File: config.mk
export PLATFORM = sky130hd
export DESIGN_NAME = lrupr_ctrl
export DESIGN_NICKNAME = d
export VERILOG_FILES = /design/src/design/lrupr_pkg.sv /design/src/design/lrupr_ctrl.sv
export SDC_FILE = /design/constraint.sdc
export NUM_CORES = 1
export LEC_CHECK = 0
export BUFFER_PORTS_ARGS = -buffer_cell sky130_fd_sc_hd__buf_4
export CAP_MARGIN = 0
export CELL_PAD_IN_SITES_DETAIL_PLACEMENT = 2
export CELL_PAD_IN_SITES_GLOBAL_PLACEMENT = 2
export CORE_MARGIN = 3
export CORE_UTILIZATION = 19
export DETAILED_ROUTE_END_ITERATION = 8
export GPL_TIMING_DRIVEN = 0
export PLACE_DENSITY_LB_ADDON = 0.1
export SLEW_MARGIN = 25
export SYNTH_ARGS = -nofsm -noshare
export SYNTH_HDL_FRONTEND = slang
export SYNTH_SLANG_ARGS = --single-unit
File: constraint.sdc
create_clock -name clk_i -period 1.15 [get_ports clk_i]
set_clock_uncertainty 0.1 [all_clocks]
set_input_delay 0.0575 -clock clk_i [delete_from_list [all_inputs] [get_ports clk_i]]
set_output_delay 0.0575 -clock clk_i [all_outputs]
set_load 0.05 [all_outputs]
File: src/design/lrupr_pkg.sv
// Shared constants, outcome and state codes, and controller/datapath
// command and status structs for the LRU page replacement block.
// No dependencies.
package lrupr_pkg;

  localparam int PROCESSES         = 32;
  localparam int PAGES_PER_PROCESS = 32;
  localparam int PAGE_SIZE         = 128;

  localparam int PROC_W   = 5;
  localparam int PC_W     = 12;
  localparam int MASK_W   = 32;
  localparam int TICK_W   = 32;
  localparam int OUT_W    = 3;
  localparam int VICTIM_W = 5;

  typedef enum logic [OUT_W-1:0] {
    OUT_SKIP   = 3'd0,
    OUT_HIT    = 3'd1,
    OUT_PAGEIN = 3'd2,
    OUT_EVICT  = 3'd3,
    OUT_NONE   = 3'd4
  } outcome_e;

  typedef enum logic [2:0] {
    ST_CLEAR,
    ST_IDLE,
    ST_DECIDE,
    ST_SCAN,
    ST_FINISH
  } ctrl_state_e;

  typedef struct packed {
    logic clr_step;
    logic capture;
    logic stamp;
    logic scan_start;
    logic scan_step;
    logic load_out;
  } dp_cmd_t;

  typedef struct packed {
    logic clr_done;
    logic need_scan;
    logic scan_done;
    logic out_busy;
  } dp_sts_t;

endpackage

File: src/design/lrupr_ctrl.sv
// Controller state machine: clearing pass, accept, decide, victim scan, result.
// Depends on lrupr_pkg (state enum, command and status structs).
module lrupr_ctrl (
  input  logic               clk_i,
  input  logic               rst_ni,
  input  logic               in_valid_i,
  output logic               in_ready_o,
  input  lrupr_pkg::dp_sts_t sts_i,
  output lrupr_pkg::dp_cmd_t cmd_o
);

  lrupr_pkg::ctrl_state_e state_q, state_d;

  always_ff @(posedge clk_i or negedge rst_ni) begin
    if (!rst_ni) begin
      state_q <= lrupr_pkg::ST_CLEAR;
    end else begin
      state_q <= state_d;
    end
  end

  always_comb begin
    state_d = state_q;
    unique case (state_q)
      lrupr_pkg::ST_CLEAR: begin
        if (sts_i.clr_done) state_d = lrupr_pkg::ST_IDLE;
      end
      lrupr_pkg::ST_IDLE: begin
        if (in_valid_i) state_d = lrupr_pkg::ST_DECIDE;
      end
      lrupr_pkg::ST_DECIDE: begin
        state_d = sts_i.need_scan ? lrupr_pkg::ST_SCAN : lrupr_pkg::ST_FINISH;
      end
      lrupr_pkg::ST_SCAN: begin
        if (sts_i.scan_done) state_d = lrupr_pkg::ST_FINISH;
      end
      lrupr_pkg::ST_FINISH: begin
        if (!sts_i.out_busy) state_d = lrupr_pkg::ST_IDLE;
      end
      default: state_d = lrupr_pkg::ST_IDLE;
    endcase
  end

  always_comb begin
    in_ready_o = 1'b0;
    cmd_o      = '0;
    unique case (state_q)
      lrupr_pkg::ST_CLEAR: begin
        cmd_o.clr_step = 1'b1;
      end
      lrupr_pkg::ST_IDLE: begin
        in_ready_o    = 1'b1;
        cmd_o.capture = in_valid_i;
      end
      lrupr_pkg::ST_DECIDE: begin
        cmd_o.stamp      = 1'b1;
        cmd_o.scan_start = sts_i.need_scan;
      end
      lrupr_pkg::ST_SCAN: begin
        cmd_o.scan_step = 1'b1;
      end
      lrupr_pkg::ST_FINISH: begin
        cmd_o.load_out = !sts_i.out_busy;
      end
      default: begin
        cmd_o = '0;
      end
    endcase
  end

endmodule

Word-level counts from Yosys, hierarchy flattened
Cells that the tools add are included.

Mux-type cells: 12. Reduce and logical (&&, ||, !) cells: 3. Eq/ne operators: 8.

Operators by type and width (count): 3-bit two-way mux (5); 3-bit case mux with 5 select lines (1); 2-bit != test, second input constant (4); 3-bit by 2-bit == test with 1-bit output, second input constant (2); 1-bit two-way mux (5); 4-bit AND reduction (1); 3-bit by 1-bit == test with 1-bit output, second input constant (1); 3-bit == test, second input constant (1); 3-bit zero test (1); 2-bit two-way mux (1); 1-bit zero test (1).

Input port bits: 7. Register bits: 3. Word-level logic and storage cells: 24. Output and inout port bits: 7.

Logic depth before layout (Yosys ltp)
Gate-level depths: netlist of run 1.

Word-level depth: 3. Mapped depth: 4. Depth with buffers taken out: 3.

Worst setup path after synthesis of run 1
OpenSTA, ideal clock, no wires.

Path type: register -> output. Start: reg state_q[0]. End: out cmd_o[5] (netlist bit). Data required time: 0.993 ns. Path buffers: 1. Arrival: 1.587 ns. Stages on the path, launching flop included: 3. Setup slack: -0.594 ns. Path through: dfrtp_1 > buf_4 > nor3_1.

RTL lines: from (decl) (line lrupr_ctrl.sv:12) `lrupr_pkg::ctrl_state_e state_q, state_d;`; from (signal assigned) (line lrupr_ctrl.sv:16) `state_q <= lrupr_pkg::ST_CLEAR;`; from (signal assigned) (line lrupr_ctrl.sv:18) `state_q <= state_d;`; to (decl) (line lrupr_ctrl.sv:9) `output lrupr_pkg::dp_cmd_t cmd_o`.

==> results of run 1 <==
## area by class of cell
cell class                      instances  area share (%)
Timing Repair Buffer                   26            40.1
Multi-Input combinational cell         25            35.3
Sequential cell                         3            12.8
Clock buffer                            4            4.41
Buffer                                  2            3.78
Tap cell                               14            2.94
Inverter                                1           0.630
## layout by cell type, fill, tap and decap left out, types with 2 or more instances in the layout
master    count
buf_4        16
buf_6         9
nor2_4        4
a21oi_1       3
clkbuf_4      3
nor2_2        2
buf_8         2
dfrtp_1       2
## routing by layer
| metal | vias to the layer above | routed length, um | track usage (%) |
|---|---|---|---|
| met5 | - | 0 | 0 |
| met4 | 0 | 0 | 9.32 |
| met3 | 0 | 36 | 1.29 |
| met2 | 8 | 610 | 23.1 |
| met1 | 164 | 441 | 15.7 |
| li1 | 163 | - | - |
## where the power goes
part / internal (uW) / switching, uW / total (uW)
clock network: 130 / 53.7 / 184
logic: 729 / 830 / 1560
registers: 155 / 40.7 / 196
total: 1010 / 925 / 1940
## through the flow
step	TNS, ps	power (uW)
finish	-1590	1940
global route	-2060	2070
CTS	-1450	1750
detailed placement	-100	1210
global placement	-40.3	1190
floorplan	-414	963
## cells by family after synthesis
| kind of cell | after synthesis | synth area share [%] |
|---|---|---|
| buf+inv | 3 | 9.14 |
| mux | 1 | 4.06 |
| flops | 3 | 30.5 |
| simple gates | 18 | 42.1 |
| compound gates | 6 | 14.2 |
## worst reg2reg max path: cells and delay by family (launching register included)
kind            cells  cell delay (ps)
buf+inv             2              280
simple gates        1              160
compound gates      2              220
flops               1              370
## final timing paths
check                           depth (start not counted)                      to                    from
worst min-delay path                                    3  state_q[2]$_DFFE_PN0P_                sts_i[0]
min in group asynchronous                               2  state_q[2]$_DFFE_PN0P_                  rst_ni
worst max register to register                          5  state_q[1]$_DFFE_PN0P_  state_q[1]$_DFFE_PN0P_
worst max-delay path                                    4                cmd_o[4]  state_q[2]$_DFFE_PN0P_
max in group asynchronous                               2  state_q[2]$_DFFE_PN0P_                  rst_ni
worst min register to register                          2  state_q[1]$_DFFE_PN0P_  state_q[2]$_DFFE_PN0P_
## what timing repair did
action	CTS	global route
pin swaps	2	1
endpoints found under the setup margin	7	10
buffers inserted	7	5
hold endpoints to repair	3	0
hold buffers	1	0
gates resized for setup	15	6
==> results.tsv, run 1 <==
stage	metric	value	unit
status	status	complete, but fails checks	
status	failing checks	negative setup slack	
clock_tree	clk slew on worst S/H paths	40	ps
timing	Rel. slew slack	89.7	%
cells_and_area	Reg area	76.3	sq um
power	leakage	0.000296	uW
logic_synthesis	Ys Warns	0	
cells_and_area	Final Cell Area	596	sq um
worst_setup_path	max incr delay on CP	440	ps
grt	gr ovfl total	0	
cells_and_area	post-route insts no fill	75	
logic_synthesis	Syn Inst Count	31	
clock_tree	H-Tree Depth	1	
cells_and_area	max FFs per register	3	
place	GP Congestion	0.741	
clock_tree	CTS buffer count	3	
cells_and_area	Final nets	69	
logic_synthesis	post-synthesis cell type count	19	
clock_tree	clock sink count	3	
grt	largest net degree at the start of global routing	9	
worst_setup_path	CP max FO	6	
timing	Max Slew Vio Count	0	
routing	DR WL/cell	14.5	um
floorplanning	Core Region	1160	sq um
worst_setup_path	Crit. End Element	output pin	
grt	Total Routing Usage GR	13.5	%
timing	FMAX	726	MHz
clock_tree	clock root cell	clkbuf_4	
logic_synthesis	synthesized area	246	sq um
cells_and_area	Ant. Diodes	0	
floorplanning	die height	42.0	um
logic_synthesis	ys flop type	dfrtp_1	
job	max cap viols	0	
floorplanning	IO Pins	14	
logic_synthesis	most frequent cell after synthesis	nor2_1	
grt	first-pass GRT wire length	1.75	mm
logic_synthesis	Yosys reg bits	3	
timing	final critical-path required period	1380	ps
logic_synthesis	Synth top cells by count	5 x nor2_1, 3 x a21oi_1, 3 x dfrtp_1	
power	Peak VDD IR	1.85	mV
grt	antenna violations before repair	0	
timing	period utilization	120	%
logic_synthesis	area share of the largest cell type after synthesis	30.5	%
timing	Fin. Hold Viols	0	
worst_setup_path	Worst Path Arrival	1220	ps
logic_synthesis	Post-Syn Nets	38	
worst_setup_path	Setup CP Type	reg2out	
logic_synthesis	Post-Syn Area per Cell	7.95	sq um
clock_tree	TritonCTS clock tree	done	
hold_path	worst hold path type	in2reg	
routing	DRC viols	0	
cells_and_area	Regs by FF count	state_q x3	
logic_synthesis	ranking of synthesized cells by area	dfrtp_1 30%, nor2_1 7.6%, a21oi_1 6.1%	
worst_setup_path	FF-to-FF setup slack	-90	ps
worst_setup_path	Top delay family on crit path	flip-flops	
worst_setup_path	crit-path cells	nand2b_4 -> nor2_4 -> and2_4 -> buf_8	
routing	1st-iter DRT viols	1	
cells_and_area	share of cells above drive strength 1	75.4	%
floorplanning	Die ar.	1770	sq um
cells_and_area	Top reg by flops	state_q	
logic_synthesis	Post-synth EDFFs	0	
cells_and_area	area grow syn2layout	142	%
routing	Pre-antenna DRT Iters	2	
cells_and_area	area of the multi-input gates	210	sq um
cells_and_area	Fillers	129	
place	number of port buffers	13	
logic_synthesis	area leader, netlist	dfrtp_1	
clock_tree	Longest Clk Path Bufs	2	
cells_and_area	Core Util, Final	51.5	%
place	dpl ws	-58.7	ps
power	Power Dens Cells	3260	nW/um^2
timing	PnR worst setup slack	-227	ps
floorplanning	chip width	42.0	um
routing	post-DR vias/cell	4.47	
floorplanning	Initial Utilization	21.3	%
worst_setup_path	Startpoint Class	register	
grt	number of global-route vias before repair	370	
timing	final setup fails	9	
place	Area after DPL	392	sq um
timing	worst slew pin tran	154	ps
timing	RSZ-0062 raised after global routing	yes	
timing	hold_ws	23.0	ps
place	Inst Count DP	58	
routing	total wire length	1.09	mm
floorplanning	# rows	12	
routing	routed vias	335	
logic_synthesis	ys async rst share	100	%
worst_setup_path	WP buf/inv	1	
clock_tree	clk_lat worst skew	230	ps
worst_setup_path	Req. time, crit path	990	ps
routing	ANT nets after route	0	
worst_setup_path	slowest stage cell, crit path	dfrtp_2	
logic_synthesis	sequential fraction of the synthesis area	30.5	%
No activity file was read; power rests on OpenSTA's default activity.
==> run 2, diff against run 1 <==
BUFFER_PORTS_ARGS = -buffer_cell sky130_fd_sc_hd__clkbuf_2   (was -buffer_cell sky130_fd_sc_hd__buf_4)
==> run 2 against run 1 <==
  * The run still ends with negative setup slack left
  * Clock-buffer cell count is the same
  * Register-to-register slack worse by 50 ps
  * First-iteration DRC count down 100%
  * Global-route usage shrank 0.064 points
  * Via count shrank 1.2%
  * Worst setup slack worse by 21 ps
  * Non-clock buffer count down 3
  * Critical endpoint unchanged
  * Largest power group unchanged
==> results.tsv, run 2 (synthesis gave the netlist of run 1 again) <==
stage	metric	value	unit	change
status	status	complete, but fails checks		unchanged
status	failing checks	negative setup slack		unchanged
cells_and_area	Final nets	66		was 69
timing	Fin. Hold Viols	0		unchanged
grt	gr ovfl total	0		unchanged
grt	antenna violations before repair	0		unchanged
floorplanning	Die ar.	1770	sq um	unchanged
timing	period utilization	122	%	was 120%
cells_and_area	leading cell type in the layout, fill and taps excluded	buf_4		unchanged
routing	Pre-antenna DRT Iters	1		was 2
place	dpl ws	-122	ps	was -58.7 ps
place	dpl hpwl	617	um	
clock_tree	CTS buffer count	3		unchanged
clock_tree	TritonCTS clock tree	done		unchanged
clock_tree	clock root cell	clkbuf_4		unchanged
place	number of port buffers	13		unchanged
cells_and_area	area grow syn2layout	136	%	was 142%
power	leakage	0.000272	uW	was 0.000296 uW
routing	ANT nets after route	0		unchanged
grt	Total Routing Usage GR	13.5	%	about the same
timing	Rel. slew slack	90.1	%	was 89.7%
worst_setup_path	Startpoint Class	register		unchanged
power	Peak VDD IR	1.78	mV	was 1.85 mV
hold_path	worst hold path type	in2reg		unchanged
worst_setup_path	Setup CP Type	reg2out		unchanged
worst_setup_path	FF-to-FF setup slack	-140	ps	was -90 ps
cells_and_area	share of cells above drive strength 1	74.1	%	was 75.4%
place	Area after DPL	359	sq um	was 392 sq um
worst_setup_path	CP max FO	7		was 6
timing	Max Slew Vio Count	0		unchanged
floorplanning	chip width	42.0	um	unchanged
clock_tree	H-Tree Depth	1		unchanged
hold_path	hold path cells	3		unchanged
worst_setup_path	Req. time, crit path	990	ps	about the same
grt	first-pass GRT wire length	1.68	mm	was 1.75 mm
power	PnR Total Power	1930	uW	was 1940 uW
timing	worst slew pin tran	144	ps	was 154 ps
grt	number of global-route vias before repair	330		was 370
floorplanning	# rows	12		unchanged
timing	RSZ-0062 raised after global routing	yes		unchanged
clock_tree	clk_lat worst skew	240	ps	was 230 ps
floorplanning	Initial Utilization	21.3	%	unchanged
cells_and_area	Core Util, Final	50.2	%	was 51.5%
clock_tree	clk slew on worst S/H paths	40	ps	about the same
worst_setup_path	Worst Path Arrival	1240	ps	was 1220 ps
cells_and_area	Top reg by flops	state_q		unchanged
grt	largest net degree at the start of global routing	11		was 9
routing	routed vias	331		was 335
job	max cap viols	0		unchanged
timing	final setup fails	9		unchanged
cells_and_area	most frequent cells in the layout	9 x buf_4, 6 x clkbuf_2, 4 x nor2_4, 4 x buf_8, 3 x clkbuf_4		was 16 x buf_4, 9 x buf_6, 4 x nor2_4
hold_path	hold endpoint	state_q[1]$_DFFE_PN0P_		was state_q[2]$_DFFE_PN0P_
floorplanning	die height	42.0	um	unchanged
routing	DR WL/cell	15.3	um	was 14.5 um
routing	1st-iter DRT viols	0		was 1
power	Power Dens Cells	3320	nW/um^2	was 3260 nW/um^2
routing	DRC viols	0		unchanged
cells_and_area	Ant. Diodes	0		unchanged
routing	total wire length	1.10	mm	was 1.09 mm
timing	Setup TNS	-1810	ps	was -1590 ps
cells_and_area	Final Cell Area	581	sq um	was 596 sq um
worst_setup_path	Worst R2R Start	state_q[1]$_DFFE_PN0P_		unchanged
routing	post-DR vias/cell	4.60		was 4.47
floorplanning	IO Pins	14		unchanged
worst_setup_path	RR Endpoint	state_q[0]$_DFFE_PN0P_		was state_q[1]$_DFFE_PN0P_
cells_and_area	max FFs per register	3		unchanged
cells_and_area	Regs by FF count	state_q x3		unchanged
timing	PnR worst setup slack	-248	ps	was -227 ps
floorplanning	Core Region	1160	sq um	unchanged
timing	FMAX	716	MHz	was 726 MHz
timing	final critical-path required period	1400	ps	was 1380 ps
place	GP Congestion	0.740		was 0.741
hold_path	HP Start	sts_i[2]		was sts_i[0]
worst_setup_path	R2R cell count	5		unchanged
clock_tree	clock sink count	3		unchanged
worst_setup_path	Crit. End Element	output pin		unchanged
clock_tree	Longest Clk Path Bufs	2		unchanged
==> run 2: changes by cell type in the layout (fill, tap and decap cells not counted), sizes merged <==
cell    delta
buf       -12
clkbuf     +9
==> run 2: report_power, final <==
part | switching (uW) | internal (uW) | leakage, uW
clock | 62.3 | 131 | 0.0000150
sequential | 45.2 | 155 | 0.0000357
combinational | 816 | 716 | 0.000221
==> run 2: final cells by class <==
type                       instances  area [sq um]
inverter                           1          3.75
clock buffer                       4          26.3
tap                               14          17.5
multi-input combinational         25           214
buffer                             2          22.5
sequential                         3          76.3
fill                             121           576
timing repair buffer              23           220
==> run 2: layer usage <==
metal  share of wire [%]  vias to the layer above  track usage (%)
met2                  59                       10             22.5
met5                   0                        -                0
met3                 2.5                        2             2.58
met1                  36                      160             14.5
met4                 2.0                        0             11.2
li1                    -                      159                -
==> run 2: metrics by stage <==
stage	hold slack, ps	instances
detailed placement	-244	58
CTS	7.31	67
global route	18.2	72
finish	15.5	72
global placement	-247	58
floorplan	-338	31
==> run 2: worst max-delay path, stage by stage (launching register included) <==
cell and delay, ps:
dfrtp_2 450, nand2b_4 170, nor2_4 80, and2_4 150, clkbuf_16 150
==> run 2: repair_timing <==
item,in CTS,in global routing
endpoints found under the setup margin,7,9
buffers inserted,4,5
pin swaps,2,1
endpoints found under the hold margin,3,0
resized for setup,20,11
cloned,0,0
hold buffers,1,0
==> run 2: how the worst max path moves through the flow <==
stage               end  cells past startpoint  slack, ps                   start
6_report       cmd_o[4]                      4       -250  state_q[2]$_DFFE_PN0P_
5_1_grt        cmd_o[4]                      4       -320  state_q[2]$_DFFE_PN0P_
4_1_cts        cmd_o[4]                      4       -260  state_q[2]$_DFFE_PN0P_
3_5_place_dp   cmd_o[0]                      5       -120  state_q[0]$_DFFE_PN0P_
3_3_place_gp   cmd_o[4]                      4       -110  state_q[2]$_DFFE_PN0P_
2_1_floorplan  cmd_o[5]                      2       -170  state_q[0]$_DFFE_PN0P_
==> run 3, diff against run 2 <==
BUFFER_PORTS_ARGS = -buffer_cell sky130_fd_sc_hd__buf_2   (was -buffer_cell sky130_fd_sc_hd__clkbuf_2)
RECOVER_POWER = 50   (was default)
==> run 3 against run 2 <==
  * The run still ends with negative setup slack left
  * Non-clock buffer count is 2 lower
  * Hold slack better by 22 ps
  * First-iteration DRC count up 3
  * Clock-buffer cell count stayed put
  * Sequential power up 2%
  * Critical path depth shrank 1
  * Routed wire length fell by 0.82%
  * Via count is 3.6% lower
  * Core utilization shrank 5.6 points
  * Register-to-register slack about the same
  * Clock power grew 3%
  * Largest power group unchanged
==> results.tsv, run 3 (synthesis gave the netlist of run 1 again) <==
stage	metric	value	unit	change
timing	Fin. Hold Viols	0		unchanged
grt	number of global-route vias before repair	328		was 330
cells_and_area	Final Cell Area	515	sq um	was 581 sq um
routing	Pre-antenna DRT Iters	4		was 1
timing	worst slew pin tran	249	ps	was 144 ps
clock_tree	clock sink count	3		unchanged
power	Comb power frac	76.8	%	was 79.6%
timing	Max Slew Vio Count	0		unchanged
timing	final setup fails	9		unchanged
floorplanning	Core Region	1160	sq um	unchanged
routing	post-DR vias/cell	4.56		was 4.60
timing	RSZ-0062 raised after global routing	yes		unchanged
place	GP Congestion	0.739		was 0.740
worst_setup_path	crit-path cells	nand2b_2 -> nor2_2 -> buf_6		was nand2b_4 -> nor2_4 -> and2_4 -> clkbuf_16
power	Clock power frac	11.4	%	was 10.0%
grt	first-pass GRT wire length	1.50	mm	was 1.68 mm
grt	gr ovfl total	0		unchanged
cells_and_area	most frequent cells in the layout	7 x buf_6, 7 x buf_2, 6 x buf_4		was 9 x buf_4, 6 x clkbuf_2, 4 x nor2_4, 4 x buf_8, 3 x clkbuf_4
clock_tree	H-Tree Depth	1		unchanged
clock_tree	TritonCTS clock tree	done		unchanged
cells_and_area	share of cells above drive strength 1	67.9	%	was 74.1%
clock_tree	clk slew on worst S/H paths	50	ps	was 40 ps
hold_path	worst hold path type	in2reg		unchanged
floorplanning	die height	42.0	um	unchanged
routing	1st-iter DRT viols	3		was 0
job	max cap viols	0		unchanged
grt	antenna violations before repair	0		unchanged
power	Psw	886	uW	was 924 uW
worst_setup_path	Req. time, crit path	990	ps	about the same
place	dpl ws	-102	ps	was -122 ps
cells_and_area	Final nets	64		was 66
worst_setup_path	Setup CP Type	reg2out		unchanged
status	status	complete, but fails checks		unchanged
timing	PnR worst setup slack	-259	ps	was -248 ps
cells_and_area	Regs by FF count	state_q x3		unchanged
cells_and_area	max FFs per register	3		unchanged
floorplanning	IO Pins	14		unchanged
worst_setup_path	slowest stage cell, crit path	dfrtp_2		unchanged
clock_tree	CTS buffer count	3		unchanged
place	Area after DPL	359	sq um	unchanged
floorplanning	Die ar.	1770	sq um	unchanged
floorplanning	chip width	42.0	um	unchanged
timing	FMAX	710	MHz	was 716 MHz
cells_and_area	Ant. Diodes	0		unchanged
clock_tree	Longest Clk Path Bufs	2		unchanged
worst_setup_path	max incr delay on CP	460	ps	was 450 ps
grt	Total Routing Usage GR	11.9	%	was 13.5%
power	leakage	0.000245	uW	was 0.000272 uW
power	internal power	847	uW	was 1000 uW
power	sw frac	51.1	%	was 48.0%
worst_setup_path	Crit. End Element	output pin		unchanged
cells_and_area	Fillers	127		was 121
worst_setup_path	Startpoint Class	register		unchanged
timing	Rel. slew slack	83.5	%	was 90.1%
power	register share of total power	11.8	%	was 10.4%
routing	DRC viols	0		unchanged
routing	ANT nets after route	0		unchanged
worst_setup_path	CP max FO	7		unchanged
floorplanning	Initial Utilization	21.3	%	unchanged
status	failing checks	negative setup slack		unchanged
timing	period utilization	123	%	was 122%
routing	total wire length	1.09	mm	was 1.10 mm
cells_and_area	area grow syn2layout	109	%	was 136%
place	number of port buffers	13		unchanged
routing	routed vias	319		was 331
clock_tree	clock root cell	clkbuf_4		unchanged
cells_and_area	Core Util, Final	44.6	%	was 50.2%
routing	DR WL/cell	15.6	um	was 15.3 um
grt	largest net degree at the start of global routing	11		unchanged
power	Peak VDD IR	1.54	mV	was 1.78 mV
timing	final critical-path required period	1410	ps	was 1400 ps
floorplanning	# rows	12		unchanged
clock_tree	clk_lat worst skew	240	ps	about the same
cells_and_area	Top reg by flops	state_q		unchanged
power	Power Dens Cells	3360	nW/um^2	was 3320 nW/um^2
worst_setup_path	Worst Path Arrival	1250	ps	was 1240 ps
## run 3: worst max-delay path: cells and delay by family (launching register included)
| kind | cells | cell delay [ps] |
|---|---|---|
| simple gates | 2 | 380 |
| flops | 1 | 460 |
| buf+inv | 1 | 170 |
## run 3: metal layers
layer	wire, um	track usage, %	up-vias	part of all wire [%]
met3	50	2.15	0	4.6
li1	-	-	156	-
met1	399	11.8	153	37
met4	0	13.0	0	0
met2	644	19.4	10	59
met5	0	0	-	0
## run 3: worst paths after layout
| path | startpoint | cells after the start | slack, ps | end |
|---|---|---|---|---|
| worst max-delay path | state_q[2]$_DFFE_PN0P_ | 3 | -260 | cmd_o[3] |
| min in group asynchronous | rst_ni | 2 | 60 | state_q[2]$_DFFE_PN0P_ |
| worst min-delay path | sts_i[2] | 3 | 40 | state_q[1]$_DFFE_PN0P_ |
| max in group asynchronous | rst_ni | 2 | 720 | state_q[2]$_DFFE_PN0P_ |
| worst max register to register | state_q[1]$_DFFE_PN0P_ | 5 | -140 | state_q[0]$_DFFE_PN0P_ |
| worst min register to register | state_q[2]$_DFFE_PN0P_ | 1 | 470 | state_q[1]$_DFFE_PN0P_ |
## run 3: power by group through the flow
| stage | clock [uW] | sequential [uW] | combinational [uW] |
|---|---|---|---|
| global route | 229 | 215 | 1430 |
| floorplan | 0 | 181 | 783 |
| detailed placement | 0 | 194 | 948 |
| CTS | 201 | 201 | 1110 |
| global placement | 0 | 190 | 931 |
| finish | 198 | 205 | 1330 |
## run 3: area by class of cell
| class | instances | area [sq um] | area share, % |
|---|---|---|---|
| Tap cell | 14 | 17.5 | 3.40 |
| Inverter | 1 | 3.75 | 0.728 |
| Timing Repair Buffer | 21 | 165 | 32.0 |
| Multi-Input combinational cell | 25 | 204 | 39.6 |
| Clock buffer | 4 | 26.3 | 5.10 |
| Sequential cell | 3 | 76.3 | 14.8 |
| Buffer | 2 | 22.5 | 4.37 |
## run 3: what timing repair did
item | CTS | global route
resized for setup | 18 | 3
hold buffers | 1 | 0
setup endpoints to repair | 8 | 9
pin swaps | 1 | 4
endpoints found under the hold margin | 3 | 0
gates cloned | 0 | 1
setup buffers | 0 | 6
## run 3: through the flow
stage | instances | power (uW) | setup TNS, ps | hold slack, ps
after detailed placement | 58 | 1140 | -426 | -245
after floorplan | 31 | 963 | -414 | -338
after global routing | 70 | 1880 | -2410 | 49.6
after CTS | 63 | 1510 | -1470 | 18.5
after global placement | 58 | 1120 | -339 | -248
final | 70 | 1730 | -1700 | 37.7
